File: config.mk
export PLATFORM = sky130hd
export DESIGN_NAME = chip8_line_assembler
export DESIGN_NICKNAME = d
export VERILOG_FILES = /design/src/rtl/c8la_pkg.sv /design/src/rtl/chip8_line_assembler.sv
export SDC_FILE = /design/constraint.sdc
export NUM_CORES = 1
export LEC_CHECK = 0
export ABC_CLOCK_PERIOD_IN_PS = 3640
export BUFFER_PORTS_ARGS = -buffer_cell sky130_fd_sc_hd__buf_2
export CAP_MARGIN = 15
export CORE_MARGIN = 1.5
export CORE_UTILIZATION = 40
export CTS_CLUSTER_DIAMETER = 30
export DETAILED_ROUTE_END_ITERATION = 8
export SLEW_MARGIN = 25
export SYNTH_ARGS = -nofsm -noshare
export SYNTH_HDL_FRONTEND = slang
export SYNTH_SLANG_ARGS = --single-unit
export TNS_END_PERCENT = 1
File: constraint.sdc
create_clock -name clk -period 3.64 [get_ports clk]
set_clock_uncertainty 0.15 [all_clocks]
set_input_delay 1.092 -clock clk [delete_from_list [all_inputs] [get_ports clk]]
set_output_delay 1.092 -clock clk [all_outputs]
set_load 0.01 [all_outputs]
File: src/rtl/c8la_pkg.sv
// Shared types, constants and helper functions for the CHIP-8 line assembler.
`timescale 1ns / 1ps
`default_nettype none
package c8la_pkg;

	localparam int TOKEN_CHARS = 4;
	localparam int LINE_BITS   = 16;
	localparam int TOK_W       = 8 * TOKEN_CHARS;
	localparam int LEN_W       = $clog2(TOKEN_CHARS + 2);
	localparam int NUM_MNEM    = 24;
	localparam int NUM_KW      = 9;

	localparam logic [7:0] CH_NL    = 8'h0A;
	localparam logic [7:0] CH_SP    = 8'h20;
	localparam logic [7:0] CH_ZERO  = 8'h30;
	localparam logic [7:0] CH_NINE  = 8'h39;
	localparam logic [7:0] CH_LA    = 8'h61;
	localparam logic [7:0] CH_LF    = 8'h66;
	localparam logic [7:0] CH_LV    = 8'h76;
	localparam logic [7:0] CH_LI    = 8'h69;
	localparam logic [7:0] CH_UA    = 8'h41;
	localparam logic [7:0] CH_UZ    = 8'h5A;
	localparam logic [7:0] CH_PLUS  = 8'h2B;
	localparam logic [7:0] CH_MINUS = 8'h2D;
	localparam logic [7:0] CH_TAB   = 8'h09;
	localparam logic [7:0] CH_CR    = 8'h0D;

	localparam logic [16:0] ACC_SAT = 17'h10000;

	typedef enum logic [4:0] {
		MN_NONE = 5'd0, MN_SYS = 5'd1, MN_CLS = 5'd2, MN_RET = 5'd3, MN_CALL = 5'd4,
		MN_JMP = 5'd5, MN_SE = 5'd6, MN_SNE = 5'd7, MN_LD = 5'd8, MN_ADD = 5'd9,
		MN_AND = 5'd10, MN_OR = 5'd11, MN_XOR = 5'd12, MN_SUB = 5'd13, MN_SUBN = 5'd14,
		MN_SHR = 5'd15, MN_SHL = 5'd16, MN_RND = 5'd17, MN_DRW = 5'd18, MN_SCD = 5'd19,
		MN_SCR = 5'd20, MN_SCL = 5'd21, MN_EXIT = 5'd22, MN_LOW = 5'd23, MN_HIGH = 5'd24
	} mnem_t;

	typedef enum logic [3:0] {
		CL_ABSENT = 4'd0, CL_REG = 4'd1, CL_NUM = 4'd2, CL_BIG = 4'd3, CL_IWORD = 4'd4,
		CL_KW_I = 4'd5, CL_KW_ST = 4'd6, CL_KW_DT = 4'd7, CL_KW_MEM = 4'd8, CL_KW_F = 4'd9,
		CL_KW_B = 4'd10, CL_KW_HF = 4'd11, CL_KW_R = 4'd12, CL_KW_K = 4'd13
	} cls_t;

	typedef enum logic [1:0] {
		NP_START = 2'd0, NP_SIGN = 2'd1, NP_DIGITS = 2'd2, NP_DONE = 2'd3
	} nphase_t;

	// Token words: first byte in the low bits, unused bytes zero.
	localparam logic [31:0] MNEM_WORD [NUM_MNEM] = '{
		32'h00737973, 32'h00736C63, 32'h00746572, 32'h6C6C6163, 32'h00706D6A,
		32'h00006573, 32'h00656E73, 32'h0000646C, 32'h00646461, 32'h00646E61,
		32'h0000726F, 32'h00726F78, 32'h00627573, 32'h6E627573, 32'h00726873,
		32'h006C6873, 32'h00646E72, 32'h00777264, 32'h00646373, 32'h00726373,
		32'h006C6373, 32'h74697865, 32'h00776F6C, 32'h68676968
	};
	localparam logic [2:0] MNEM_LEN [NUM_MNEM] = '{
		3'd3, 3'd3, 3'd3, 3'd4, 3'd3, 3'd2, 3'd3, 3'd2, 3'd3, 3'd3, 3'd2, 3'd3,
		3'd3, 3'd4, 3'd3, 3'd3, 3'd3, 3'd3, 3'd3, 3'd3, 3'd3, 3'd4, 3'd3, 3'd4
	};
	localparam logic [31:0] KW_WORD [NUM_KW] = '{
		32'h00000069, 32'h00007473, 32'h00007464, 32'h005D695B, 32'h00000066,
		32'h00000062, 32'h00006668, 32'h00000072, 32'h0000006B
	};
	localparam logic [2:0] KW_LEN [NUM_KW] = '{
		3'd1, 3'd2, 3'd2, 3'd3, 3'd1, 3'd1, 3'd2, 3'd1, 3'd1
	};

	function automatic logic is_hex(input logic [7:0] c);
		return ((c >= CH_ZERO) && (c <= CH_NINE)) || ((c >= CH_LA) && (c <= CH_LF));
	endfunction

	function automatic logic [3:0] hex_val(input logic [7:0] c);
		logic [7:0] d;
		d = (c <= CH_NINE) ? (c - CH_ZERO) : (c - CH_LA + 8'd10);
		return d[3:0];
	endfunction

	function automatic logic is_digit(input logic [7:0] c);
		return (c >= CH_ZERO) && (c <= CH_NINE);
	endfunction

endpackage
`default_nettype wire

File: src/rtl/chip8_line_assembler.sv
// Top level of the CHIP-8 / SCHIP line assembler: tokenizer, line state and result register.
`timescale 1ns / 1ps
`default_nettype none
// One source byte is taken per clock on the char channel while it is not stalled; every newline
// yields one registered result beat (opcode, status, line number, oversize flag) on the res channel.
// For each byte, the token and operand registers are updated in a single pass,
// and the line's opcode is assembled from them into the result register on the newline.
// The char channel stalls only while a finished result is held by a stalled res channel.
// Matching ignores case; only the first four bytes of a token are kept for matching.
module chip8_line_assembler (
	input  wire logic        clk,
	input  wire logic        arst_n,
	input  wire logic        char_valid,
	output logic             char_stall,
	input  wire logic [7:0]  character,
	output logic             res_valid,
	input  wire logic        res_stall,
	output logic [15:0]      opcode_word,
	output logic             status,
	output logic [15:0]      line_number,
	output logic             operand_too_large
);

	localparam int TW = c8la_pkg::TOK_W;
	localparam int LW = c8la_pkg::LEN_W;

	// line and token state
	logic [c8la_pkg::LINE_BITS-1:0] line_q;
	logic [2:0]                     pos_q;
	logic [TW-1:0]                  chars_q;
	logic [LW-1:0]                  len_q;
	logic [16:0]                    acc_q;
	c8la_pkg::nphase_t              phase_q;
	logic                           neg_q;
	logic                           hexrun_q;
	logic [3:0]                     rdig_q;
	c8la_pkg::mnem_t                mn_q;
	c8la_pkg::cls_t                 cls_q [3];
	logic [15:0]                    val_q [3];

	// result register
	logic        res_valid_q;
	logic [15:0] op_q;
	logic        status_q;
	logic [15:0] lnum_q;
	logic        big_q;

	logic accept, is_nl, is_sp;
	logic [7:0] lc;

	assign char_stall = res_valid_q & res_stall;
	assign accept     = char_valid & ~char_stall;
	assign is_nl      = (character == c8la_pkg::CH_NL);
	assign is_sp      = (character == c8la_pkg::CH_SP);
	assign lc = ((character >= c8la_pkg::CH_UA) && (character <= c8la_pkg::CH_UZ))
		? (character + 8'd32) : character;

	// classify the current token as mnemonic or operand
	c8la_pkg::mnem_t tok_mn;
	c8la_pkg::cls_t  tok_cls;
	logic [15:0]     tok_val;
	logic [7:0]      c0, c1;
	logic [15:0]     mag;

	always_comb begin
		c0 = chars_q[7:0];
		c1 = chars_q[15:8];
		mag = acc_q[16] ? 16'hFFFF : acc_q[15:0];
		tok_mn = c8la_pkg::MN_NONE;
		for (int i = 0; i < c8la_pkg::NUM_MNEM; i++) begin
			if ((len_q == LW'(c8la_pkg::MNEM_LEN[i])) &&
			    (chars_q == TW'(c8la_pkg::MNEM_WORD[i]))) begin
				tok_mn = c8la_pkg::mnem_t'(5'(i + 1));
			end
		end
		tok_cls = c8la_pkg::CL_ABSENT;
		tok_val = 16'h0000;
		for (int i = c8la_pkg::NUM_KW - 1; i >= 0; i--) begin
			if ((len_q == LW'(c8la_pkg::KW_LEN[i])) &&
			    (chars_q == TW'(c8la_pkg::KW_WORD[i]))) begin
				tok_cls = c8la_pkg::cls_t'(4'(i + 5));
			end
		end
		if (tok_cls == c8la_pkg::CL_ABSENT) begin
			if ((c0 == c8la_pkg::CH_LV) && (len_q >= LW'(2)) && c8la_pkg::is_hex(c1)) begin
				tok_cls = c8la_pkg::CL_REG;
				tok_val = {11'd0, (c1 == c8la_pkg::CH_ZERO), rdig_q};
			end else if (c0 == c8la_pkg::CH_LI) begin
				tok_cls = c8la_pkg::CL_IWORD;
			end else if (neg_q) begin
				tok_cls = c8la_pkg::CL_NUM;
				tok_val = 16'h0000 - mag;
			end else begin
				tok_cls = acc_q[16] ? c8la_pkg::CL_BIG : c8la_pkg::CL_NUM;
				tok_val = mag;
			end
		end
	end

	// line view with the pending token folded in
	c8la_pkg::mnem_t mn_f;
	c8la_pkg::cls_t  cls_f [3];
	logic [15:0]     val_f [3];
	logic [2:0]      pos_f;

	always_comb begin
		mn_f  = mn_q;
		pos_f = pos_q;
		for (int k = 0; k < 3; k++) begin
			cls_f[k] = cls_q[k];
			val_f[k] = val_q[k];
		end
		if (len_q != '0) begin
			if (pos_q == 3'd0) begin
				mn_f = tok_mn;
			end
			for (int k = 0; k < 3; k++) begin
				if (pos_q == 3'(k + 1)) begin
					cls_f[k] = tok_cls;
					val_f[k] = tok_val;
				end
			end
			if (pos_q < 3'd4) begin
				pos_f = pos_q + 3'd1;
			end
		end
	end

	// assemble the opcode for the line
	logic [3:0]  r0, r1;
	logic [15:0] n0, n1, n2, x, xy;
	logic [15:0] op;
	logic        big;

	always_comb begin
		r0 = (cls_f[0] == c8la_pkg::CL_REG) ? val_f[0][3:0] : 4'h0;
		r1 = (cls_f[1] == c8la_pkg::CL_REG) ? val_f[1][3:0] : 4'h0;
		n0 = ((cls_f[0] == c8la_pkg::CL_NUM) || (cls_f[0] == c8la_pkg::CL_BIG)) ? val_f[0] : '0;
		n1 = ((cls_f[1] == c8la_pkg::CL_NUM) || (cls_f[1] == c8la_pkg::CL_BIG)) ? val_f[1] : '0;
		n2 = ((cls_f[2] == c8la_pkg::CL_NUM) || (cls_f[2] == c8la_pkg::CL_BIG)) ? val_f[2] : '0;
		x  = {4'h0, r0, 8'h00};
		xy = {4'h0, r0, r1, 4'h0};
		op  = 16'h0000;
		big = 1'b0;
		unique case (mn_f)
			c8la_pkg::MN_SYS: begin
				op = {4'h0, n0[11:0]}; big = (cls_f[0] == c8la_pkg::CL_BIG);
			end
			c8la_pkg::MN_CLS:  op = 16'h00E0;
			c8la_pkg::MN_RET:  op = 16'h00EE;
			c8la_pkg::MN_CALL: begin
				op = {4'h2, n0[11:0]}; big = (cls_f[0] == c8la_pkg::CL_BIG);
			end
			c8la_pkg::MN_JMP: begin
				if ((cls_f[0] == c8la_pkg::CL_REG) && val_f[0][4]) begin
					op = {4'hB, n1[11:0]}; big = (cls_f[1] == c8la_pkg::CL_BIG);
				end else begin
					op = {4'h1, n0[11:0]}; big = (cls_f[0] == c8la_pkg::CL_BIG);
				end
			end
			c8la_pkg::MN_SE, c8la_pkg::MN_SNE: begin
				if (cls_f[1] == c8la_pkg::CL_REG) begin
					op = xy | ((mn_f == c8la_pkg::MN_SE) ? 16'h5000 : 16'h9000);
				end else begin
					op = x | {8'h00, n1[7:0]} |
						((mn_f == c8la_pkg::MN_SE) ? 16'h3000 : 16'h4000);
					big = (cls_f[1] == c8la_pkg::CL_BIG);
				end
			end
			c8la_pkg::MN_LD: begin
				unique case (cls_f[0])
					c8la_pkg::CL_KW_I: begin
						op = {4'hA, n1[11:0]}; big = (cls_f[1] == c8la_pkg::CL_BIG);
					end
					c8la_pkg::CL_KW_ST:  op = {4'hF, r1, 8'h18};
					c8la_pkg::CL_KW_DT:  op = {4'hF, r1, 8'h15};
					c8la_pkg::CL_KW_MEM: op = {4'hF, r1, 8'h55};
					c8la_pkg::CL_KW_F:   op = {4'hF, r1, 8'h29};
					c8la_pkg::CL_KW_B:   op = {4'hF, r1, 8'h33};
					c8la_pkg::CL_KW_HF:  op = {4'hF, r1, 8'h30};
					c8la_pkg::CL_KW_R:   op = {4'hF, r1, 8'h75};
					default: begin
						unique case (cls_f[1])
							c8la_pkg::CL_KW_DT:  op = 16'hF007 | x;
							c8la_pkg::CL_KW_K:   op = 16'hF00A | x;
							c8la_pkg::CL_KW_MEM: op = 16'hF065 | x;
							c8la_pkg::CL_KW_R:   op = 16'hF085 | x;
							c8la_pkg::CL_REG:    op = 16'h8000 | xy;
							default: begin
								op = 16'h6000 | x | {8'h00, n1[7:0]};
								big = (cls_f[1] == c8la_pkg::CL_BIG);
							end
						endcase
					end
				endcase
			end
			c8la_pkg::MN_ADD: begin
				if ((cls_f[0] == c8la_pkg::CL_KW_I) || (cls_f[0] == c8la_pkg::CL_IWORD)) begin
					op = {4'hF, r1, 8'h1E};
				end else if (cls_f[1] == c8la_pkg::CL_REG) begin
					op = 16'h8004 | xy;
				end else begin
					op = 16'h7000 | x | {8'h00, n1[7:0]};
					big = (cls_f[1] == c8la_pkg::CL_BIG);
				end
			end
			c8la_pkg::MN_AND:  op = 16'h8002 | xy;
			c8la_pkg::MN_OR:   op = 16'h8001 | xy;
			c8la_pkg::MN_XOR:  op = 16'h8003 | xy;
			c8la_pkg::MN_SUB:  op = 16'h8005 | xy;
			c8la_pkg::MN_SUBN: op = 16'h8007 | xy;
			c8la_pkg::MN_SHR:  op = 16'h8006 | x;
			c8la_pkg::MN_SHL:  op = 16'h800E | x;
			c8la_pkg::MN_RND: begin
				op = 16'hC000 | x | {8'h00, n1[7:0]}; big = (cls_f[1] == c8la_pkg::CL_BIG);
			end
			c8la_pkg::MN_DRW: begin
				op = 16'hD000 | xy | {12'h000, n2[3:0]}; big = (cls_f[2] == c8la_pkg::CL_BIG);
			end
			c8la_pkg::MN_SCD: begin
				op = {12'h00C, n0[3:0]}; big = (cls_f[0] == c8la_pkg::CL_BIG);
			end
			c8la_pkg::MN_SCR:  op = 16'h00FB;
			c8la_pkg::MN_SCL:  op = 16'h00FC;
			c8la_pkg::MN_EXIT: op = 16'h00FD;
			c8la_pkg::MN_LOW:  op = 16'h00FE;
			c8la_pkg::MN_HIGH: op = 16'h00FF;
			default: begin
				op = 16'h0000; big = 1'b0;
			end
		endcase
	end

	// scan one ordinary byte into the token
	logic [TW-1:0]     chars_n;
	logic [LW-1:0]     len_n;
	logic [16:0]       acc_n;
	c8la_pkg::nphase_t phase_n;
	logic              neg_n, hexrun_n;
	logic [3:0]        rdig_n;
	logic [19:0]       acc_x10;
	logic              dig;

	always_comb begin
		chars_n  = chars_q;
		len_n    = len_q;
		acc_n    = acc_q;
		phase_n  = phase_q;
		neg_n    = neg_q;
		hexrun_n = hexrun_q;
		rdig_n   = rdig_q;
		dig      = c8la_pkg::is_digit(lc);
		acc_x10  = ({3'd0, acc_q} * 20'd10) + {12'd0, lc - c8la_pkg::CH_ZERO};
		for (int b = 0; b < c8la_pkg::TOKEN_CHARS; b++) begin
			if (len_q == LW'(b)) begin
				chars_n[b*8 +: 8] = lc;
			end
		end
		if (len_q == LW'(1)) begin
			hexrun_n = c8la_pkg::is_hex(lc);
			rdig_n   = c8la_pkg::is_hex(lc) ? c8la_pkg::hex_val(lc) : 4'h0;
		end else if ((len_q >= LW'(2)) && hexrun_q) begin
			if (c8la_pkg::is_hex(lc)) begin
				rdig_n = c8la_pkg::hex_val(lc);
			end else begin
				hexrun_n = 1'b0;
			end
		end
		unique case (phase_q)
			c8la_pkg::NP_START: begin
				if ((lc >= c8la_pkg::CH_TAB) && (lc <= c8la_pkg::CH_CR)) begin
					phase_n = c8la_pkg::NP_START;
				end else if ((lc == c8la_pkg::CH_PLUS) || (lc == c8la_pkg::CH_MINUS)) begin
					phase_n = c8la_pkg::NP_SIGN;
					neg_n   = (lc == c8la_pkg::CH_MINUS);
				end else if (dig) begin
					phase_n = c8la_pkg::NP_DIGITS;
					acc_n   = {13'd0, c8la_pkg::hex_val(lc)};
				end else begin
					phase_n = c8la_pkg::NP_DONE;
				end
			end
			c8la_pkg::NP_SIGN: begin
				if (dig) begin
					phase_n = c8la_pkg::NP_DIGITS;
					acc_n   = {13'd0, c8la_pkg::hex_val(lc)};
				end else begin
					phase_n = c8la_pkg::NP_DONE;
				end
			end
			c8la_pkg::NP_DIGITS: begin
				if (dig) begin
					acc_n = (acc_x10 > 20'(c8la_pkg::ACC_SAT))
						? c8la_pkg::ACC_SAT : acc_x10[16:0];
				end else begin
					phase_n = c8la_pkg::NP_DONE;
				end
			end
			default: phase_n = c8la_pkg::NP_DONE;
		endcase
		if (len_q < LW'(c8la_pkg::TOKEN_CHARS + 1)) begin
			len_n = len_q + LW'(1);
		end
	end

	// advance line and token state on each accepted beat
	always_ff @(posedge clk or negedge arst_n) begin
		if (!arst_n) begin
			line_q   <= c8la_pkg::LINE_BITS'(1);
			pos_q    <= '0;
			chars_q  <= '0;
			len_q    <= '0;
			acc_q    <= '0;
			phase_q  <= c8la_pkg::NP_START;
			neg_q    <= 1'b0;
			hexrun_q <= 1'b0;
			rdig_q   <= '0;
			mn_q     <= c8la_pkg::MN_NONE;
			for (int k = 0; k < 3; k++) begin
				cls_q[k] <= c8la_pkg::CL_ABSENT;
				val_q[k] <= '0;
			end
		end else if (accept) begin
			if (is_nl || is_sp) begin
				chars_q  <= '0;
				len_q    <= '0;
				acc_q    <= '0;
				phase_q  <= c8la_pkg::NP_START;
				neg_q    <= 1'b0;
				hexrun_q <= 1'b0;
				rdig_q   <= '0;
			end else begin
				chars_q  <= chars_n;
				len_q    <= len_n;
				acc_q    <= acc_n;
				phase_q  <= phase_n;
				neg_q    <= neg_n;
				hexrun_q <= hexrun_n;
				rdig_q   <= rdig_n;
			end
			if (is_nl) begin
				if (line_q != '1) begin
					line_q <= line_q + c8la_pkg::LINE_BITS'(1);
				end
				pos_q <= '0;
				mn_q  <= c8la_pkg::MN_NONE;
				for (int k = 0; k < 3; k++) begin
					cls_q[k] <= c8la_pkg::CL_ABSENT;
					val_q[k] <= '0;
				end
			end else if (is_sp) begin
				pos_q <= pos_f;
				mn_q  <= mn_f;
				for (int k = 0; k < 3; k++) begin
					cls_q[k] <= cls_f[k];
					val_q[k] <= val_f[k];
				end
			end
		end
	end

	// hold the result beat until taken
	always_ff @(posedge clk or negedge arst_n) begin
		if (!arst_n) begin
			res_valid_q <= 1'b0;
		end else if (accept && is_nl) begin
			res_valid_q <= 1'b1;
		end else if (!res_stall) begin
			res_valid_q <= 1'b0;
		end
	end

	always_ff @(posedge clk) begin
		if (accept && is_nl) begin
			op_q     <= op;
			status_q <= (mn_f == c8la_pkg::MN_NONE);
			lnum_q   <= 16'(line_q);
			big_q    <= (mn_f != c8la_pkg::MN_NONE) && big;
		end
	end

	assign res_valid         = res_valid_q;
	assign opcode_word       = op_q;
	assign status            = status_q;
	assign line_number       = lnum_q;
	assign operand_too_large = big_q;

	// checks
	assert property (@(posedge clk) disable iff (!arst_n)
		(accept && is_nl) |=> res_valid_q)
		else $error("newline beat produced no result");
	assert property (@(posedge clk) disable iff (!arst_n)
		(res_valid_q && status_q) |-> ((op_q == 16'h0000) && !big_q))
		else $error("unknown mnemonic carries opcode or flag");
	assert property (@(posedge clk) disable iff (!arst_n)
		line_q != '0)
		else $error("line counter wrapped to zero");
	assert property (@(posedge clk) disable iff (!arst_n)
		pos_q <= 3'd4)
		else $error("token position out of range");
	assert property (@(posedge clk) disable iff (!arst_n)
		(accept && !is_nl && !is_sp && (len_q == '0)) |=> (len_q == LW'(1)))
		else $error("token length did not start");

endmodule
`default_nettype wire

==> run metrics <==
htree depth 4; pin count of the biggest net entering global routing 47; final setup margin -1.06 ns; GRT Residual Overflow 0; count of cell types in the netlist 105; leak pwr 8.15 nW; via count 14000; status finished with violations; most common cell in the synthesized netlist nand2_1; DR iter-0 viols 1357; # IOs 48; maximum VDD drop 0.000318 V; vias in the first global route 13700; critical path required time 3.86 ns; Synth warnings 0; chip height 180 um; die area 32500 um2; register area share after synthesis 33.0%; Layout fillers 2800; total CTS buffers 17; reg2reg start acc_q[3]; overall routing resource usage 27.7%; type of origin of the critical path input port; CP Capture Type register; ys async rst share 78.6%; Most used DFF post-synth dfrtp_1; syn nets 1586; Crit path arrival time 4.93 ns; Worst Hold Class reg2reg; Slew @ Worst Pin 0.815 ns; P&R area growth vs syn 42.1%; DRC 5; Critical path origin character[1]; EDFF count, synth 34; Clock Sinks 159; Post-Syn Area 12600 um2; final cell count without fillers 2411; num rows 64; post-layout util 58.2%; Synth area leader dfrtp_1; Commonest cells post-synth nand2_1 (214), dfrtp_1 (124), o21ai_0 (120); Post-Syn Area per Cell 8.33 um2; Pre-antenna DRT Iters 9; setup slack, reg-to-reg -0.56 ns; pwr/cell area 376 nW/um2; vias per cell 5.79; Initial Util 40.9%; final worst path period need 4.70 ns; layout cells sized above 1 34.8%; Reg area 4150 um2; Root Buffer clkbuf_16; Hold Startpoint val_q[24]; Final period util 129%; Final HPWL DP 35400 um; Chip Width 180 um; fmax 213 MHz; Post-Synthesis Cells 1510; Buffers on Ports 47; routability cong. 0.987; CTS max path bufs 2; critical path class in2reg; later-pin clock latency in the skew report 0.44 ns; TritonCTS clock tree done; fin. max-slew vios 0; flops & latches, synth 159; failing checks DRC, setup timing; area of the multi-input gates 8410 um2; first-pass GRT wire length 72700 um; Layout Nets 2078; Inserted Diodes 0; pre-CTS WS -1.58 ns; count of final setup violators 39; largest cells by area after synthesis dfrtp_1 (25%), edfxtp_1 (8.1%), nand2_1 (6.4%); RSZ-0062 raised after global routing yes; clk slew on worst S/H paths 0.07 ns; MaxCap Viol Count 0; dpl cells 2368; routed wire length 44900 um; post-synth top area share 24.7%; WHS 0.336 ns; post-DR wirelength/cell 18.6 um; final hold violation count 0; worst-path fanout max 4; Final Power 6.73 mW; Routed Antenna Nets 0; core area 30700 um2; initial antenna violation count 0; slew margin rel. 45.1%
-- what timing repair did --
action | in CTS | in global routing
pin swaps | 22 | 23
hold endpoints to repair | 0 | 0
hold buffers | 0 | 0
setup endpoints to repair | 39 | 41
gates resized for setup | 61 | 33
setup buffers | 7 | 4
-- logic make-up (layout without fill, tap and decap cells) --
kind of cell             after synthesis  after routing  synth area share [%]
adder cells (fa/ha/maj)               65             65                  6.56
buffers and inverters                113            618                  3.88
flip-flops                           159            159                  33.0
multiplexers                          18             18                  1.52
XOR/XNOR                              48             48                  3.34
AND/OR/NAND/NOR                      671            671                  27.9
AO/OA/AOI/OAI                        436            436                  23.8
-- layout make-up --
type | count | area share [%]
multi-input combinational | 1238 | 47.0
clock buffer | 17 | 2.38
clock inverter | 15 | 0.937
tap | 396 | 2.77
inverter | 40 | 0.937
timing repair buffer | 546 | 22.7
sequential | 159 | 23.2
-- state kept, by name (all words and copies together), names as in the netlist, 2 cells and up --
signal,count
pos_q,3
chars_q,32
phase_q,2
acc_q,17
opcode_word,16
cls_q,12
rdig_q,4
len_q,3
line_number,16
line_q,16
val_q,28
mn_q,5
-- final timing paths --
check	endpoint	cells past startpoint
setup / recovery	acc_q[10]	20
hold / removal	val_q[24]	2
setup reg to reg	acc_q[8]	17
hold reg to reg	val_q[24]	2
max in group asynchronous	acc_q[2]	2
min in group asynchronous	chars_q[16]	1
-- placed cells by master, fill, tap and decap left out, types with 21 or more instances in the layout --
| master | n |
|---|---|
| o21ai_0 | 102 |
| nand2_1 | 212 |
| buf_4 | 494 |
| inv_1 | 33 |
| buf_2 | 44 |
| ha_1 | 52 |
| o21ai_1 | 21 |
| a21oi_1 | 63 |
| nand4_1 | 45 |
| nand3_1 | 58 |
| nor3_1 | 36 |
| xnor2_1 | 32 |
| dfrtp_1 | 124 |
| o22ai_1 | 26 |
| nor2b_1 | 22 |
| nor4_1 | 25 |
| nor2_1 | 112 |
| edfxtp_1 | 34 |
-- layer usage --
layer	up-vias	track usage (%)	share of wire (%)
met5	-	0	0
met4	0	9.75	3.1
met3	81	3.07	5.5
met2	518	45.1	46
met1	6641	38.2	45
li1	6728	-	-
-- metrics by stage --
step	cell area [um2]	TNS [ns]
floorplan	12700	-26.33
global placement	16800	-36.82
detailed placement	16800	-38.87
CTS	17700	-23.61
global route	17900	-29.25
finish	17900	-22.80
-- critical path, cell delays in order --
cell	delay [ns]
buf_8	0.09
inv_8	0.03
ha_4	0.15
or3b_4	0.39
or3_4	0.34
a41o_4	0.26
inv_2	0.08
o21ai_2	0.07
xor2_1	0.20
ha_1	0.32
o21a_1	0.13
o31a_1	0.20
o2111ai_2	0.15
xnor2_1	0.23
nand4_1	0.15
nor4_2	0.32
a41o_1	0.28
buf_4	0.13
and3_4	0.19
a22o_1	0.12
-- power breakdown --
part	switching, mW	internal (mW)
Combinational	1.35	1.34
Clock	0.890	0.923
Sequential	0.216	2.01
Note: power is estimated with default switching activity, not from simulation.
